File: config.mk
export PLATFORM = sky130hd
export DESIGN_NAME = multiplexed_decimal_display_scanner_top
export DESIGN_NICKNAME = d
export VERILOG_FILES = /design/src/mdds_pkg.sv /design/src/mdds_datapath.sv /design/src/mdds_controller.sv /design/src/multiplexed_decimal_display_scanner_top.sv
export SDC_FILE = /design/constraint.sdc
export NUM_CORES = 1
export LEC_CHECK = 0
export BUFFER_PORTS_ARGS = -buffer_cell sky130_fd_sc_hd__buf_2
export CAP_MARGIN = 20
export CORE_MARGIN = 2
export CORE_UTILIZATION = 39
export CTS_CLUSTER_DIAMETER = 150
export DETAILED_ROUTE_END_ITERATION = 12
export SYNTH_ARGS = -nofsm -noshare
export SYNTH_HDL_FRONTEND = slang
export SYNTH_SLANG_ARGS = --single-unit
File: constraint.sdc
create_clock -name clk -period 2.6 [get_ports clk]
set_input_delay 0.39 -clock clk [delete_from_list [all_inputs] [get_ports clk]]
set_output_delay 0.39 -clock clk [all_outputs]
set_load 0.02 [all_outputs]
File: src/mdds_pkg.sv
// shared constants, types and the seven-segment decoder of the display scanner
`timescale 1ns / 1ps

package mdds_pkg;

    // number of decimal digits held in the store
    localparam int DIGITS       = 6;
    localparam int SLOT_W       = (DIGITS > 1) ? $clog2(DIGITS) : 1;
    localparam int BCD_W        = 4 * DIGITS;

    // transaction field widths
    localparam int VALUE_W      = 32;
    localparam int SLOT_FIELD_W = 3;
    localparam int PATTERN_W    = 7;
    localparam int PERIOD_W     = 8;
    localparam int S_TDATA_W    = VALUE_W;
    localparam int M_TDATA_W    = 16;
    localparam int M_PAD_W      = M_TDATA_W - SLOT_FIELD_W - PATTERN_W;

    // conversion step counter
    localparam int STEP_W       = $clog2(VALUE_W);

    // configuration port
    localparam int CFG_INDEX_W  = 4;
    localparam int CFG_DATA_W   = 8;
    localparam logic [CFG_INDEX_W-1:0] REG_REFRESH_PERIOD = CFG_INDEX_W'(0);
    localparam logic [CFG_INDEX_W-1:0] REG_DIGIT_ENCODING = CFG_INDEX_W'(1);

    // register reset values
    localparam logic [PERIOD_W-1:0] REFRESH_PERIOD_RST = PERIOD_W'(2);
    localparam logic                ENC_BCD            = 1'b0;
    localparam logic                ENC_SEGMENT        = 1'b1;

    // item kinds carried in s_tuser
    localparam logic KIND_LOAD = 1'b0;
    localparam logic KIND_TICK = 1'b1;

    // commands from the controller to the datapath
    typedef struct packed {
        logic load_start;
        logic shift;
        logic store;
        logic tick;
    } mdds_cmd_t;

    // status from the datapath to the controller
    typedef struct packed {
        logic out_blocked;
    } mdds_status_t;

    // decimal digit to segment pattern gfedcba
    function automatic logic [PATTERN_W-1:0] seg_encode(input logic [3:0] digit);
        logic [PATTERN_W-1:0] seg;
        unique case (digit)
            4'd0:    seg = 7'h3F;
            4'd1:    seg = 7'h06;
            4'd2:    seg = 7'h5B;
            4'd3:    seg = 7'h4F;
            4'd4:    seg = 7'h66;
            4'd5:    seg = 7'h6D;
            4'd6:    seg = 7'h7D;
            4'd7:    seg = 7'h07;
            4'd8:    seg = 7'h7F;
            4'd9:    seg = 7'h67;
            default: seg = 7'h00;
        endcase
        return seg;
    endfunction

endpackage

File: src/mdds_datapath.sv
// datapath: shift-add-3 converter, digit store, scan prescaler and output register
`timescale 1ns / 1ps

module mdds_datapath (
    input  logic                              clk,
    input  logic                              rst_n,
    input  logic                              cfg_we,
    input  logic [mdds_pkg::CFG_INDEX_W-1:0]  cfg_index,
    input  logic [mdds_pkg::CFG_DATA_W-1:0]   cfg_data,
    input  logic [mdds_pkg::VALUE_W-1:0]      value,
    input  mdds_pkg::mdds_cmd_t               cmd,
    output mdds_pkg::mdds_status_t            status,
    output logic                              m_tvalid,
    input  logic                              m_tready,
    output logic [mdds_pkg::M_TDATA_W-1:0]    m_tdata,
    output logic                              m_tuser
);
    import mdds_pkg::*;

    logic [PERIOD_W-1:0]  refresh_period_reg;
    logic                 digit_encoding_reg;

    logic [VALUE_W-1:0]   bin_reg, bin_next;
    logic [BCD_W-1:0]     bcd_reg, bcd_next;
    logic [BCD_W-1:0]     bcd_adj;

    logic [PATTERN_W-1:0] store_reg  [DIGITS];
    logic [PATTERN_W-1:0] store_next [DIGITS];

    logic [PERIOD_W-1:0]  countdown_reg, countdown_next;
    logic [SLOT_W-1:0]    pos_reg, pos_next;
    logic                 fire;

    logic                 out_valid_reg, out_valid_next;
    logic [SLOT_W-1:0]    out_slot_reg, out_slot_next;
    logic [PATTERN_W-1:0] out_pattern_reg, out_pattern_next;
    logic                 out_first_reg, out_first_next;

    // configuration registers
    always_ff @(posedge clk or negedge rst_n)
    begin
        if (!rst_n)
        begin
            refresh_period_reg <= REFRESH_PERIOD_RST;
            digit_encoding_reg <= ENC_BCD;
        end
        else if (cfg_we)
        begin
            unique case (cfg_index)
                REG_REFRESH_PERIOD: refresh_period_reg <= cfg_data[PERIOD_W-1:0];
                REG_DIGIT_ENCODING: digit_encoding_reg <= cfg_data[0];
                default:            ;
            endcase
        end
    end

    // add 3 to every bcd digit of 5 or more before the shift
    always_comb
    begin
        for (int d = 0; d < DIGITS; d++)
        begin
            if (bcd_reg[4*d +: 4] >= 4'd5)
                bcd_adj[4*d +: 4] = bcd_reg[4*d +: 4] + 4'd3;
            else
                bcd_adj[4*d +: 4] = bcd_reg[4*d +: 4];
        end
    end

    // converter: one binary bit enters the bcd register per step, top digits fall off
    always_comb
    begin
        bin_next = bin_reg;
        bcd_next = bcd_reg;
        if (cmd.load_start)
        begin
            bin_next = value;
            bcd_next = '0;
        end
        else if (cmd.shift)
        begin
            bin_next = {bin_reg[VALUE_W-2:0], 1'b0};
            bcd_next = {bcd_adj[BCD_W-2:0], bin_reg[VALUE_W-1]};
        end
    end

    always_ff @(posedge clk)
    begin
        bin_reg <= bin_next;
        bcd_reg <= bcd_next;
    end

    // digit store: bcd msd first, or segment patterns lsd first
    always_comb
    begin
        for (int k = 0; k < DIGITS; k++)
        begin
            store_next[k] = store_reg[k];
            if (cmd.store)
            begin
                if (digit_encoding_reg == ENC_SEGMENT)
                    store_next[k] = seg_encode(bcd_reg[4*k +: 4]);
                else
                    store_next[k] = {{(PATTERN_W-4){1'b0}}, bcd_reg[4*(DIGITS-1-k) +: 4]};
            end
        end
    end

    always_ff @(posedge clk or negedge rst_n)
    begin
        if (!rst_n)
        begin
            for (int k = 0; k < DIGITS; k++)
                store_reg[k] <= '0;
        end
        else
        begin
            for (int k = 0; k < DIGITS; k++)
                store_reg[k] <= store_next[k];
        end
    end

    // scan prescaler and slot position
    assign fire = cmd.tick && (countdown_reg == '0);

    always_comb
    begin
        countdown_next = countdown_reg;
        pos_next       = pos_reg;
        if (fire)
        begin
            countdown_next = (refresh_period_reg == '0) ? '0
                                                         : refresh_period_reg - 1'b1;
            pos_next       = (pos_reg == SLOT_W'(DIGITS - 1)) ? '0 : pos_reg + 1'b1;
        end
        else if (cmd.tick)
        begin
            countdown_next = countdown_reg - 1'b1;
        end
    end

    always_ff @(posedge clk or negedge rst_n)
    begin
        if (!rst_n)
        begin
            countdown_reg <= PERIOD_W'(1);
            pos_reg       <= '0;
        end
        else
        begin
            countdown_reg <= countdown_next;
            pos_reg       <= pos_next;
        end
    end

    // output register, loaded when a tick fires
    always_comb
    begin
        out_valid_next   = out_valid_reg;
        out_slot_next    = out_slot_reg;
        out_pattern_next = out_pattern_reg;
        out_first_next   = out_first_reg;
        if (fire)
        begin
            out_valid_next   = 1'b1;
            out_slot_next    = pos_reg;
            out_pattern_next = store_reg[pos_reg];
            out_first_next   = (pos_reg == '0);
        end
        else if (m_tready)
        begin
            out_valid_next = 1'b0;
        end
    end

    always_ff @(posedge clk or negedge rst_n)
    begin
        if (!rst_n)
            out_valid_reg <= 1'b0;
        else
            out_valid_reg <= out_valid_next;
    end

    always_ff @(posedge clk)
    begin
        out_slot_reg    <= out_slot_next;
        out_pattern_reg <= out_pattern_next;
        out_first_reg   <= out_first_next;
    end

    // status and master side
    assign status.out_blocked = out_valid_reg && !m_tready;
    assign m_tvalid = out_valid_reg;
    assign m_tdata  = {{M_PAD_W{1'b0}}, out_pattern_reg,
                       SLOT_FIELD_W'(out_slot_reg)};
    assign m_tuser  = out_first_reg;

endmodule

File: src/mdds_controller.sv
// controller: accepts transactions and sequences the decimal conversion
`timescale 1ns / 1ps

module mdds_controller (
    input  logic                   clk,
    input  logic                   rst_n,
    input  logic                   s_tvalid,
    input  logic                   s_tuser,
    output logic                   s_tready,
    input  mdds_pkg::mdds_status_t status,
    output mdds_pkg::mdds_cmd_t    cmd
);
    import mdds_pkg::*;

    typedef enum logic [1:0] {
        ST_IDLE,
        ST_CONVERT,
        ST_STORE
    } state_t;

    state_t            state_reg;
    logic [STEP_W-1:0] step_reg;
    logic              accept;

    // items are taken only when idle and the output register can take a result
    assign s_tready = (state_reg == ST_IDLE) && !status.out_blocked;
    assign accept   = s_tvalid && s_tready;

    // commands to the datapath
    assign cmd.load_start = accept && (s_tuser == KIND_LOAD);
    assign cmd.tick       = accept && (s_tuser == KIND_TICK);
    assign cmd.shift      = (state_reg == ST_CONVERT);
    assign cmd.store      = (state_reg == ST_STORE);

    // state and step counter
    always_ff @(posedge clk or negedge rst_n)
    begin
        if (!rst_n)
        begin
            state_reg <= ST_IDLE;
            step_reg  <= '0;
        end
        else
        begin
            unique case (state_reg)
                ST_IDLE:
                begin
                    step_reg <= '0;
                    if (cmd.load_start)
                        state_reg <= ST_CONVERT;
                end
                ST_CONVERT:
                begin
                    step_reg <= step_reg + 1'b1;
                    if (step_reg == STEP_W'(VALUE_W - 1))
                        state_reg <= ST_STORE;
                end
                ST_STORE:
                begin
                    state_reg <= ST_IDLE;
                end
                default:
                begin
                    state_reg <= ST_IDLE;
                end
            endcase
        end
    end

endmodule

File: src/multiplexed_decimal_display_scanner_top.sv
// Display scanner for a multiplexed six-digit decimal display. A load transaction
// (s_tuser low) converts s_tdata, taken modulo one million, into six decimal digits
// with a shift-add-3 converter that handles one binary bit per cycle, so a load
// keeps the slave side busy through the conversion steps and the store write
// before the next transaction is taken. A tick transaction (s_tuser high)
// counts down the prescaler; every refresh_period ticks it puts one result
// in the output register: the slot, its stored code, and in m_tuser whether the
// external digit counter gets a reset pulse (slot 0) or a clock pulse. A tick is
// accepted while a result waits only if that result is taken in the same cycle.
// Register 0 is refresh_period (0 acts as 1), register 1 selects bcd nibbles,
// msd in slot 0, or seven-segment patterns, lsd in slot 0, for later loads.
`timescale 1ns / 1ps

module multiplexed_decimal_display_scanner_top (
    input  logic                              clk,
    input  logic                              rst_n,
    // configuration write port
    input  logic                              cfg_we,
    input  logic [mdds_pkg::CFG_INDEX_W-1:0]  cfg_index,
    input  logic [mdds_pkg::CFG_DATA_W-1:0]   cfg_data,
    // slave side
    input  logic                              s_tvalid,
    output logic                              s_tready,
    input  logic [mdds_pkg::S_TDATA_W-1:0]    s_tdata,   // [31:0] value
    input  logic                              s_tuser,   // [0] kind
    // master side
    output logic                              m_tvalid,
    input  logic                              m_tready,
    output logic [mdds_pkg::M_TDATA_W-1:0]    m_tdata,   // [2:0] digit_slot, [9:3] digit_pattern
    output logic                              m_tuser    // [0] counter_reset
);
    import mdds_pkg::*;

    mdds_cmd_t    cmd;
    mdds_status_t status;

    // transaction control and conversion sequencing
    mdds_controller u_ctrl (
        .clk      (clk),
        .rst_n    (rst_n),
        .s_tvalid (s_tvalid),
        .s_tuser  (s_tuser),
        .s_tready (s_tready),
        .status   (status),
        .cmd      (cmd)
    );

    // conversion, store, prescaler and output register
    mdds_datapath u_dp (
        .clk       (clk),
        .rst_n     (rst_n),
        .cfg_we    (cfg_we),
        .cfg_index (cfg_index),
        .cfg_data  (cfg_data),
        .value     (s_tdata[VALUE_W-1:0]),
        .cmd       (cmd),
        .status    (status),
        .m_tvalid  (m_tvalid),
        .m_tready  (m_tready),
        .m_tdata   (m_tdata),
        .m_tuser   (m_tuser)
    );

endmodule

# Word level (Yosys, flattened, before mapping)

Memory sizes are Yosys's and may differ from the RTL's. A register that Yosys moved wholly into a read port is not among the register bits.
Index checks and enable logic that the tools add are counted.

Bits in registers: 137
Latch bits: 0
Bits in writable memories: 0
Memory bits (read-only): 672
Bits of input ports: 50
Output and inout bits: 19
Word-level logic and storage cells: 109
Memories kept: 6

$add $sub $neg: 10
Multipliers: 0
Div/mod/pow operators: 0
$lt $le $gt $ge: 7
Equal/unequal tests: 7
Shifts and indexed selects: 0
Mux-type cells: 39
Bitwise operators: 2
Reduce and logical (&&, ||, !) cells: 20

Memories:

| memory          | words | width | read ports | clocked after memory_dff | write ports | line           | text |
|---|---|---|---|---|---|---|---|
| (no name shown) | 16    | 7     | 1          | 1                        | 0           | mdds_pkg.sv:54 | `unique case (digit)` |
| (no name shown) | 16    | 7     | 1          | 1                        | 0           | mdds_pkg.sv:54 |  |
| (no name shown) | 16    | 7     | 1          | 1                        | 0           | mdds_pkg.sv:54 |  |
| (no name shown) | 16    | 7     | 1          | 1                        | 0           | mdds_pkg.sv:54 |  |
| (no name shown) | 16    | 7     | 1          | 1                        | 0           | mdds_pkg.sv:54 |  |
| (no name shown) | 16    | 7     | 1          | 1                        | 0           | mdds_pkg.sv:54 |  |

Operators by type and width:

| cell                                                | count |
|---|---|
| two-way mux 4 bit                                   | 17 |
| two-way mux 32 bit                                  | 2 |
| two-way mux 7 bit                                   | 8 |
| >= comparator 4 x 3 -> 1 bit, second input constant | 6 |
| two-way mux 8 bit                                   | 3 |
| binary-select mux 7 bit (select 3 bit)              | 1 |
| adder 4 x 2 -> 4 bit, second input constant         | 5 |
| zero test 8 bit                                     | 2 |
| subtractor 8 x 1 -> 8 bit, second input constant    | 2 |
| case mux 5 bit (2 select lines)                     | 1 |
| nonzero test 2 bit                                  | 4 |
| logical AND 1 bit                                   | 6 |
| two-way mux 3 bit                                   | 2 |
| AND reduction 2 bit                                 | 3 |
| adder 5 x 1 -> 5 bit, second input constant         | 1 |
| == test 5 bit, second input constant                | 1 |
| == test 4 x 1 -> 1 bit, second input constant       | 1 |
| >= comparator 4 bit, second input constant          | 1 |
| zero test 4 bit                                     | 1 |
| two-way mux 2 bit                                   | 2 |
| inverter 3 -> 4 bit                                 | 1 |
| case mux 2 bit (2 select lines)                     | 1 |
| adder 3 x 1 -> 3 bit, second input constant         | 1 |
| adder 3 x 2 -> 3 bit, second input constant         | 1 |
| other kinds (10)                                    | 12 |

# Depth between registers and ports, before layout

Depth after elaboration: 8
Gate-level depth with buffers: 11
Gate-level depth less buffers: 11

# Modules after synthesis

A second synthesis with hierarchy kept.

Cell total of the unflattened synthesis: 885
Area total of the unflattened synthesis: 9111.2 um^2

By module, submodules not included:

| module          | times used | cells each | area each (um^2) |
|---|---|---|---|
| mdds_datapath   | 1          | 851        | 8740.9 |
| mdds_controller | 1          | 34         | 370.4 |

# Worst setup path before layout

No wires, ideal clock.

Path type: register -> register
Start: reg u_dp.countdown_reg[1]
End: reg u_dp.out_first_reg (netlist: u_dp.m_tuser) (enable)
Data arrival time: 1.954 ns
Setup slack: 0.276 ns
Cell stages (with the launch flop): 6
Buffers on the path: 0
Path through: dfrtp_1 > inv_1 > ha_1 > or4b_4 > or4_4 > nor2_2

Cells in the longest elaborated chain, start to end: 2

Ends and longest elaborated chain:

| what                     | line                 | text |
|---|---|---|
| start: declaration       | mdds_datapath.sv:30  | `logic [PERIOD_W-1:0] countdown_reg, countdown_next;` |
| start signal: assignment | mdds_datapath.sv:150 | `countdown_reg <= countdown_next;` |
| zero test 8 bit          | mdds_datapath.sv:123 | `assign fire = cmd.tick && (countdown_reg == '0);` |
| logical AND 1 bit        | mdds_datapath.sv:123 |  |
| named net u_dp.fire      | mdds_datapath.sv:32  | `logic fire;` |
| end signal: assignment   | mdds_datapath.sv:187 | `out_first_reg <= out_first_next;` |
| end: declaration         | mdds_datapath.sv:37  | `logic out_first_reg, out_first_next;` |

The timed path passes the listed nets, and every way through them passes these cells.
A chain may end at the register's enable or synchronous reset.

==> impl_metrics.csv <==
group,metric,value,unit
timing,hold_slack,0.167,ns
worst_setup_path,cpMostUsedCell,"ha_1",
timing,worst_pin_slew,0.609,ns
floorplan,io-pin-count,69,
clock_tree,root_buffer,"clkbuf_16",
clock_tree,cts_tree,"built",
worst_setup_path,worst-path-buf-inv,1,
grt,grt_usage,17.0,%
clock_tree,clock-sinks,179,
worst_setup_path,cp.arrival,2.78,ns
hold_path,hp-class,"in2reg",
clock_tree,clock_latency,0.43,ns
timing,finalClockSkew,0.0100,ns
clock_tree,clk_path_buf_depth,2,
timing,finalSetupTns,0,ns
worst_setup_path,cp_slowest_cell,"or4_1",
timing,setup_viol,0,
timing,grt_setup_unrepaired,"yes",
worst_setup_path,cp-startpoint,"u_dp.bcd_reg[20]$_SDFFE_PP0N_",
drt,detail_route.vias_per_cell,4.98,
layout,antenna-diode-count,0,
synthesis,syn_avg_cell_area,9.51,um^2
job,cap_violations,0,
hold_path,hold_start,"cfg_data[1]",
floorplan,die_area,0.0248,mm^2
worst_setup_path,r2r_start,"u_dp.bcd_reg[20]$_SDFFE_PP0N_",
timing,relSlewSlack,59.3,%
synthesis,synthCells,968,
drt,drt_iter0_drc,360,
clock_tree,cts_buffers,17,
layout,nFillCells,2275,
worst_setup_path,cp-end-kind,"flop",
synthesis,yosysSeqAreaShare,47.5,%
power,vdd_drop_max,0.574,mV
floorplan,start_util,39.4,%
timing,maxSlewViolCount,0,
layout,fin_area,0.0107,mm^2
drt,ant_nets,0,
synthesis,synth_seq_cells,179,
worst_setup_path,critPathKind,"reg2reg",
synthesis,async_reset_ff_share,39.1,%
synthesis,yosysUniqueCellTypes,72,
layout,finalNetCount,1146,
drt,wl,20200,um
grt,grt_pass1_wl,33300,um
worst_setup_path,crit_path_start_kind,"flop",
floorplan,die_x,158,um
grt,overflow,0,
placement,routabilityCongestion,0.854,
grt,antenna_found_initial,0,
grt,grt_max_degree,71,
power,powerDensity,1200,mW/mm^2
timing,max_freq,0.404,GHz
layout,fin_cells,1375,
drt,vias,6843,
clock_tree,path_clk_slew,0.08,ns
placement,dp.cells,1342,
synthesis,syn_area,0.00920,mm^2
drt,wl_per_cell,14.7,um
placement,dpl-instance-area,0.0100,mm^2
synthesis,synth-edff-count,43,
layout,seq_area,0.00437,mm^2
placement,port_buffers,62,
timing,min_period_over_period,95.2,%
floorplan,fp.coreArea,0.0233,mm^2
worst_setup_path,cp_max_fo,6,
layout,final_cell_mix,"nand2_1 (185), o21ai_0 (107), dfrtp_1 (67)",
worst_setup_path,crit_path_cell_trace,"inv_1 > ha_1 > nand2b_1 > a2111oi_2 > a221oi_4 > ha_1 > or4_1 > o311ai_0",
layout,drive_gt1_share,17.3,%
floorplan,die_y,158,um
layout,final_core_util,45.9,%
timing,fin_crit,2.48,ns
worst_setup_path,crit_family,"compound AO/OA/AOI/OAI gates",
synthesis,ys.flop_type,"dfrtp_1",
drt,drtPass1Iterations,4,
timing,hold_viol,0,
layout,mostFrequentLayoutCell,"nand2_1",
floorplan,num_rows,56,
layout,area_delta_synth_final,16.3,%
power,p_leak,4.87,nW
synthesis,ys_warn_count,0,
placement,dp_hpwl,14500,um
grt,grt_pass1_vias,6603,
worst_setup_path,slowest_delay,0.54,ns
layout,multiInputGateArea,0.00447,mm^2
clock_tree,htreeDepth,4,
worst_setup_path,required,2.91,ns
drt,drc_errors,0,
outcome,status,"finished clean",
cells in the mapped netlist (3+ instances only):
library cell | n | area [um^2]
dfxtp_1 | 66 | 1320
nor2_1 | 51 | 191
and3_1 | 3 | 18.8
o21ai_0 | 108 | 541
a21o_1 | 22 | 165
o221ai_1 | 6 | 52.6
ha_1 | 53 | 663
edfxtp_1 | 43 | 1290
nor2b_1 | 4 | 25.0
a22o_1 | 3 | 26.3
o211ai_1 | 6 | 45.0
a221oi_2 | 6 | 90.1
a21oi_2 | 5 | 43.8
nand3_1 | 25 | 125
a211o_1 | 7 | 61.3
buf_4 | 9 | 67.6
a31oi_1 | 5 | 31.3
a21boi_0 | 4 | 30.0
nor3_1 | 4 | 20.0
mux2i_1 | 34 | 340
mux2_2 | 8 | 90.1
and2_1 | 26 | 163
xnor2_1 | 5 | 43.8
inv_2 | 3 | 11.3
dfrtp_1 | 68 | 1700
inv_1 | 47 | 176
o311ai_0 | 5 | 43.8
nand2b_1 | 14 | 87.6
clkbuf_1 | 35 | 131
nand2_1 | 185 | 694
a2111oi_0 | 6 | 52.6
a21oi_1 | 22 | 110
a32oi_2 | 3 | 48.8
buf_1 | 6 | 22.5
nor3b_1 | 10 | 75.1
o22ai_1 | 13 | 81.3
power breakdown:
group	total, mW	internal [mW]	switching [mW]
Sequential	4.63	3.96	0.670
Clock	2.64	1.50	1.14
Combinational	5.59	2.38	3.21
Total	12.9	7.84	5.02
worst min-delay path: cells and delay by family:
kind | cells | cell delay (ns)
AOI/OAI and AO/OA | 1 | 0.06
and+or+nand+nor | 1 | 0.04
buffers and inverters | 1 | 0.08
cell families (layout without fill, tap and decap cells):
group | count (synthesis) | after routing | share of synthesized area [%]
simple gates | 349 | 349 | 18.1
fa+ha+maj | 53 | 53 | 7.21
other cells | 1 | 6 | 0.0408
mux | 42 | 42 | 4.68
xor+xnor | 7 | 7 | 0.666
buf+inv | 102 | 185 | 4.56
compound gates | 235 | 235 | 17.3
flops | 179 | 179 | 47.5
timing repair:
action                                 4_1_cts  5_1_grt
setup endpoints to repair                    1        5
hold buffers                                 1        0
buffers inserted                             0        0
pin swaps                                    0        0
resized for setup                            1        6
endpoints found under the hold margin       24        0
metrics by stage:
stage / power [mW] / worst slack [ns]
2_1_floorplan: 8.55 / 0.276
3_3_place_gp: 10.2 / 0.0950
3_5_place_dp: 10.2 / 0.0137
4_1_cts: 12.9 / 0.0954
5_1_grt: 13.9 / -0.0232
6_report: 12.9 / 0.124
worst paths after layout:
kind / to / slack, ns / cells past startpoint
worst min-delay path: u_dp.refresh_period_reg[1]$_DFFE_PN1P_ / 0.17 / 3
worst min register to register: u_dp.store_reg[39]$_DFFE_PN0N_ / 0.45 / 2
worst max-delay path: flop / 0.12 / 8
min in group asynchronous: u_dp.countdown_reg[6]$_DFFE_PN0P_ / 0.51 / 3
max in group asynchronous: u_dp.countdown_reg[0]$_DFFE_PN1P_ / 1.75 / 3
worst max register to register: flop / 0.12 / 8
routing by layer:
layer	global-route usage, %	part of all wire (%)	wire length (um)
met1	23.0	49	9920
met2	27.9	46	9340
met3	3.01	3.3	673
met4	5.06	1.4	290
met5	0	0	0
cell type report:
class | count | share of cell area (%)
Tap cell | 319 | 3.73
Multi-Input combinational cell | 692 | 41.8
Sequential cell | 179 | 40.8
Timing Repair Buffer | 103 | 6.15
Inverter | 50 | 1.75
Clock inverter | 9 | 0.736
Clock buffer | 23 | 5.06
Note: power is estimated with default switching activity, not from simulation.
